File: config.mk
export PLATFORM = sky130hd
export DESIGN_NAME = hpa_ctrl
export DESIGN_NICKNAME = d
export VERILOG_FILES = /design/src/hw/rtl/hpa_pkg.sv /design/src/hw/rtl/hpa_ctrl.sv
export SDC_FILE = /design/constraint.sdc
export NUM_CORES = 1
export LEC_CHECK = 0
export BUFFER_PORTS_ARGS = -buffer_cell sky130_fd_sc_hd__buf_2
export CELL_PAD_IN_SITES_DETAIL_PLACEMENT = 0
export CELL_PAD_IN_SITES_GLOBAL_PLACEMENT = 1
export CORE_AREA = 2 2 39 41
export DETAILED_ROUTE_END_ITERATION = 16
export DIE_AREA = 0 0 41 43
export PLACE_DENSITY_LB_ADDON = 0.1
export SYNTH_ARGS = -nofsm -noshare
export SYNTH_HDL_FRONTEND = slang
export SYNTH_SLANG_ARGS = --single-unit
File: constraint.sdc
create_clock -name clk -period 2.5 [get_ports clk]
set_input_delay 0.375 -clock clk [delete_from_list [all_inputs] [get_ports clk]]
set_output_delay 0.375 -clock clk [all_outputs]
set_load 0.005 [all_outputs]
File: src/hw/rtl/hpa_pkg.sv
// Shared types and constants for the handle pool allocator.
// No dependencies; imported by hpa_ctrl, hpa_dpath, the top level and the checker.
`default_nettype none

package hpa_pkg;

  // Pool geometry
  localparam int MAX_HANDLES = 1024;
  localparam int DATA_BITS   = 32;
  localparam int HANDLE_W    = 10;
  localparam int ADDR_W      = $clog2(MAX_HANDLES);
  localparam int CNT_W       = ADDR_W + 1;

  // Request codes
  localparam logic [1:0] OP_ALLOC = 2'd0;
  localparam logic [1:0] OP_FREE  = 2'd1;
  localparam logic [1:0] OP_GET   = 2'd2;

  // Result status codes
  localparam logic [1:0] STS_OK         = 2'd0;
  localparam logic [1:0] STS_EMPTY      = 2'd1;
  localparam logic [1:0] STS_NOT_IN_USE = 2'd2;

  // Request beat
  typedef struct packed {
    logic [1:0]           op;
    logic [HANDLE_W-1:0]  handle;
    logic [DATA_BITS-1:0] data_in;
  } hpa_in_t;

  // Result beat
  typedef struct packed {
    logic [HANDLE_W-1:0]  handle_out;
    logic [DATA_BITS-1:0] data_out;
    logic [1:0]           status;
  } hpa_out_t;

  // Controller states
  typedef enum logic [1:0] {
    S_CLEAR,
    S_IDLE,
    S_READ,
    S_EXEC
  } hpa_state_t;

  // Controller to datapath
  typedef struct packed {
    logic load;   // capture request
    logic read;   // issue memory reads
    logic exec;   // commit update, show result
    logic clear;  // write one in-use entry to zero
  } hpa_cmd_t;

  // Datapath to controller
  typedef struct packed {
    logic clr_last;  // clearing sweep is at its last entry
  } hpa_sts_t;

endpackage

`default_nettype wire

File: src/hw/rtl/hpa_ctrl.sv
// Sequencer for the handle pool allocator: clear sweep, read, execute.
// Depends on hpa_pkg.
`default_nettype none

module hpa_ctrl
  import hpa_pkg::*;
(
  input  wire logic     clk,
  input  wire logic     rst_n,
  input  wire logic     start,
  input  wire hpa_sts_t sts,
  output logic          busy,
  output logic          out_valid,
  output hpa_cmd_t      cmd
);

  hpa_state_t state_r, state_nxt;

  // State register
  always_ff @(posedge clk) begin
    if (!rst_n) begin
      state_r <= S_CLEAR;
    end else begin
      state_r <= state_nxt;
    end
  end

  // Next state
  always_comb begin
    state_nxt = state_r;
    case (state_r)
      S_CLEAR: if (sts.clr_last) state_nxt = S_IDLE;
      S_IDLE:  if (start)        state_nxt = S_READ;
      S_READ:                    state_nxt = S_EXEC;
      S_EXEC:                    state_nxt = S_IDLE;
      default:                   state_nxt = S_CLEAR;
    endcase
  end

  // Outputs
  always_comb begin
    cmd       = '0;
    busy      = 1'b1;
    out_valid = 1'b0;
    case (state_r)
      S_CLEAR: cmd.clear = 1'b1;
      S_IDLE: begin
        busy     = 1'b0;
        cmd.load = start;
      end
      S_READ:  cmd.read = 1'b1;
      S_EXEC: begin
        cmd.exec  = 1'b1;
        out_valid = 1'b1;
      end
      default: ;
    endcase
  end

endmodule

`default_nettype wire

==> reports/qor.yml, run 1 <==
outcome:
  status: "finished clean"
placement:
  dp_hpwl_um: 330
  dp_cells: 43
  gp_congestion: 0.548
  io_buffer_count: 9
clock_network:
  ctsResizeCount: 0
  clock_latency_ns: 0.22
  cts-root-buf: "clkbuf_4"
  path_clk_slew_ns: 0.03
  cts.sinks: 2
  postCtsHoldBufs: 0
  max-clock-path-buffers: 2
  htree_levels: 1
  cts_buffers: 3
  cts_setup_buffers: 0
  cts_tree: "built"
logic_synthesis:
  synth_area_sq_um: 176
  seq_area_frac_synth_pct: 22.7
  synth_warnings: 0
  synth_cell_types: 12
  postSynthAreaPerCell_sq_um: 9.29
  ys_seq_elements: 2
  synth_nets: 27
  syn_inst: 19
floorplanning:
  core_sq_mm: 0.00138
  start_util_pct: 12.7
  die_y_um: 43
  pin_count: 10
  dieArea_sq_mm: 0.00176
  die_x_um: 41
  placementRows: 14
layout:
  final_cells: 46
  largest_register_ffs: 2
  antenna_cells: 0
  regMostFlops: "state_r"
  largestRegisters: "state_r x2"
  drive_gt1_share_pct: 53.3
  layout.nets: 40
  synthToLayoutAreaGrowth_pct: 45.4
  final_common_cell: "buf_2"
  final_cell_mix: "9 x buf_2, 4 x ha_1, 3 x nand2_1, 3 x clkbuf_4"
route:
  routed_via_density: 3.33
  vias: 153
  drt_pre_antenna_iters: 2
  drt_iter0_drc: 1
  post-route-drc-count: 0
  final_antenna_net_count: 0
  wl_per_cell_um: 8.37
  wirelength_um: 385
timing:
  finalCritPeriodShare_pct: 59.4
  hold_violations: 0
  setup_violations: 0
  period_minus_slack_ns: 1.49
  maxSlewHeadroom_pct: 92.7
  max_freq_ghz: 0.673
  tightest_slew_ns: 0.106
  holdWs_ns: 0.438
  skew_ns: 0.00139
  maxSlewViolCount: 0
  fin_setup_tns_ns: 0
  rsz0062_at_grt: "no"
critical_path:
  cp-end-kind: "output port"
  cp_max_fo: 4
  critPathLaunchType: "register"
  worstSetupPathType: "register to output port"
  crit_arrival_ns: 1.11
  worst_ep_required_time_ns: 2.12
run:
  cap_violations: 0
power_and_ir_drop:
  total_leakage_power_uw: 0.000137
  p_per_area_mw_per_mm2: 1050
  ir_drop_v: 0.000234
  finalPower_uw: 270
hold_path:
  hold_class: "input port to register"
grt:
  grt_overflow_total: 0
  grt_pass1_vias: 149
  grt_usage_pct: 5.51
  grt_pass1_wl_um: 579
  grt_max_degree: 5
  antenna_found_initial: 0
[layer usage]
layer  vias to the layer above  global-route usage (%)  share of wire (%)
li1                         81                       -                  -
met1                        68                    6.05                 41
met2                         4                    6.56                 51
met3                         0                    1.57                7.5
met4                         0                    8.00                  0
met5                         -                       0                  0
[report_power, final]
group | internal (uW) | switching [uW]
logic | 68.2 | 72.7
clock network | 52.7 | 15.8
registers | 46.4 | 14.5
[metrics by stage]
step / util, % / cell area (sq um) / worst slack [ns]
6_report: 18.5 / 256 / 1.01
2_1_floorplan: - / 176 / 1.39
5_1_grt: 18.5 / 256 / 0.950
4_1_cts: 18.5 / 256 / 0.987
3_5_place_dp: 16.9 / 234 / 1.23
3_3_place_gp: 16.9 / 234 / 1.25
[final cells by class]
cell class / count / area (sq um)
multi-input combinational: 13 / 118
timing repair buffer: 9 / 45.0
fill: 160 / 1130
sequential: 2 / 40.0
inverter: 3 / 11.3
clock buffer: 3 / 22.5
tap: 16 / 20.0
[critical path, cell delays in order, from the launching register on]
cell     delay (ns)
dfxtp_1        0.36
inv_1          0.07
ha_1           0.20
and2_1         0.14
buf_2          0.12
[synth_stat cells, drive strengths merged]
library cell | n | area (sq um)
ha | 4 | 50.1
inv | 3 | 11.3
nand2 | 3 | 11.3
dfxtp | 2 | 40.0
a21oi | 1 | 8.76
a31o | 1 | 8.76
and2 | 1 | 6.26
buf | 1 | 7.51
mux2i | 1 | 10.0
nand2b | 1 | 13.8
o21ai | 1 | 8.76
[cell families after synthesis]
family / count (synthesis) / synth area share (%)
AND/OR/NAND/NOR: 5 / 17.7
adder cells (fa/ha/maj): 4 / 28.4
multiplexers: 1 / 5.67
AO/OA/AOI/OAI: 3 / 14.9
flip-flops: 2 / 22.7
buffers and inverters: 4 / 10.6
[final timing paths]
kind,startpoint,to,slack (ns),cells after the start
max reg2reg,state_r[0]$_SDFFE_PN0P_,state_r[0]$_SDFFE_PN0P_,1.37,5
max,state_r[1]$_SDFFE_PN0P_,cmd[3],1.01,4
min,rst_n,state_r[0]$_SDFFE_PN0P_,0.44,2
min reg2reg,state_r[1]$_SDFFE_PN0P_,state_r[1]$_SDFFE_PN0P_,0.50,2
Note: power is estimated with default switching activity, not from simulation.
==> run 2, diff against run 1 <==
==> constraint.sdc (replaced) <==
create_clock -name clk -period 1.4 [get_ports clk]
set_input_delay 0.21 -clock clk [delete_from_list [all_inputs] [get_ports clk]]
set_output_delay 0.21 -clock clk [all_outputs]
set_load 0.005 [all_outputs]
==> run 2 against run 1 <==
  * Worst setup slack got worse by 0.94 ns
  * Sequential power is 81% higher
  * Wire length is the same
  * Utilization stayed put
  * Die area stayed put
  * Critical path depth unchanged
  * Register-to-register slack worse by 1.1 ns
==> reports/qor.yml, run 2 (synthesized netlist as in run 1, its figures left out) <==
power_and_ir_drop:
  finalPower_uw: 486  # +80%
  p_per_area_mw_per_mm2: 1890  # +80%
  ir_drop_v: 0.000573  # +150%
  total_leakage_power_uw: 0.000137  # unchanged
clock_network:
  ctsResizeCount: 0  # unchanged
  path_clk_slew_ns: 0.03  # about the same
  cts_setup_buffers: 0  # unchanged
  clock_latency_ns: 0.22  # about the same
  cts_tree: "built"
  cts_buffers: 3  # unchanged
  max-clock-path-buffers: 2  # unchanged
  postCtsHoldBufs: 0  # unchanged
  htree_levels: 1  # unchanged
  cts-root-buf: "clkbuf_4"
  cts.sinks: 2  # unchanged
timing:
  fin_setup_tns_ns: 0  # unchanged
  hold_violations: 0  # unchanged
  rsz0062_at_grt: "no"
  finalCritPeriodShare_pct: 94.7
  setup_violations: 0  # unchanged
  tightest_slew_ns: 0.155  # +0.0486 ns
  maxSlewViolCount: 0  # unchanged
  skew_ns: 0.00229  # +0.000898 ns
  max_freq_ghz: 0.754
  holdWs_ns: 0.264  # -0.174 ns
  maxSlewHeadroom_pct: 89.7  # -3.1 points
  period_minus_slack_ns: 1.33
floorplanning:
  start_util_pct: 12.7  # unchanged
  dieArea_sq_mm: 0.00176  # unchanged
  pin_count: 10  # unchanged
  core_sq_mm: 0.00138  # unchanged
  placementRows: 14  # unchanged
  die_x_um: 41  # unchanged
  die_y_um: 43  # unchanged
outcome:
  status: "finished clean"
layout:
  largestRegisters: "state_r x2"
  final_cell_mix: "9 x buf_2, 4 x ha_1, 3 x nand2_1, 3 x clkbuf_4"
  final_common_cell: "buf_2"
  antenna_cells: 0  # unchanged
  fill_cells: 169  # +5.6%
  final_area_sq_um: 256  # unchanged
  synthToLayoutAreaGrowth_pct: 45.4  # unchanged
  largest_register_ffs: 2  # unchanged
  regMostFlops: "state_r"
  drive_gt1_share_pct: 53.3  # unchanged
  seqCellArea_sq_um: 40.0  # unchanged
  layout.nets: 40  # unchanged
  fin_util_pct: 18.5  # unchanged
  multi_input_area_sq_um: 118  # unchanged
grt:
  grt_overflow_total: 0  # unchanged
  antenna_found_initial: 0  # unchanged
  grt_max_degree: 5  # unchanged
  grt_pass1_wl_um: 531  # -8.3%
  grt_pass1_vias: 150  # +0.67%
  grt_usage_pct: 5.31  # -0.19 points
run:
  cap_violations: 0  # unchanged
route:
  wirelength_um: 385  # unchanged
  routed_via_density: 3.52  # +5.9%
  post-route-drc-count: 0  # unchanged
  vias: 162  # +5.9%
  final_antenna_net_count: 0  # unchanged
  drt_iter0_drc: 0  # -1
  drt_pre_antenna_iters: 1  # -1
  wl_per_cell_um: 8.37  # unchanged
critical_path:
  cp-end-kind: "output port"
  worstSetupPathType: "register to output port"
  cp.buffers_inverters: 2  # unchanged
  crit_chain: "inv_1 -> ha_1 -> and2_1 -> buf_2"
  critPathSlowestCell: "dfxtp_1"
  critPathTopFamily: "flip-flops"
  crit_arrival_ns: 1.12  # about the same
  cp_max_fo: 4  # unchanged
  critPathLaunchType: "register"
  worst_ep_required_time_ns: 1.19  # -0.93 ns
  max_stage_delay_ns: 0.36  # about the same
placement:
  io_buffer_count: 9  # unchanged
  gp_congestion: 0.614  # +12%
  placed_area_sq_um: 234  # unchanged
hold_path:
  hold_class: "input port to register"
[run 2: cell counts in the layout (fill, tap and decap cells not counted)]
No cell type changed its count.
[run 2: stage by stage]
stage               setup slack (ns)  instances
floorplan                      0.328         19
global placement               0.258         43
finish                        0.0742         46
CTS                           0.0494         46
global route                 0.00559         46
detailed placement             0.243         43
[run 2: worst paths after layout]
| check | startpoint | endpoint | slack [ns] | cells after the start |
|---|---|---|---|---|
| max reg2reg | state_r[0]$_SDFFE_PN0P_ | state_r[0]$_SDFFE_PN0P_ | 0.26 | 5 |
| max | state_r[1]$_SDFFE_PN0P_ | cmd[3] | 0.07 | 4 |
| min | rst_n | state_r[0]$_SDFFE_PN0P_ | 0.26 | 2 |
| min reg2reg | state_r[1]$_SDFFE_PN0P_ | state_r[1]$_SDFFE_PN0P_ | 0.50 | 2 |
[run 2: final cells by class]
class	count	area share, %
well taps	16	7.80
repair buffers	9	17.6
flip-flops and latches	2	15.6
inverters	3	4.39
clock buffers	3	8.78
multi-input cells	13	45.9
[run 2: routing by layer]
metal	track usage [%]	vias to the layer above	routed length, um
li1	-	82	-
met1	3.51	74	149
met2	7.19	6	188
met3	6.81	0	47
met4	4.00	0	0
met5	0	-	0
[run 2: where the power goes]
group / switching, uW / internal [uW]
logic: 128 / 120
registers: 26.8 / 82.9
clock network: 33.1 / 94.6
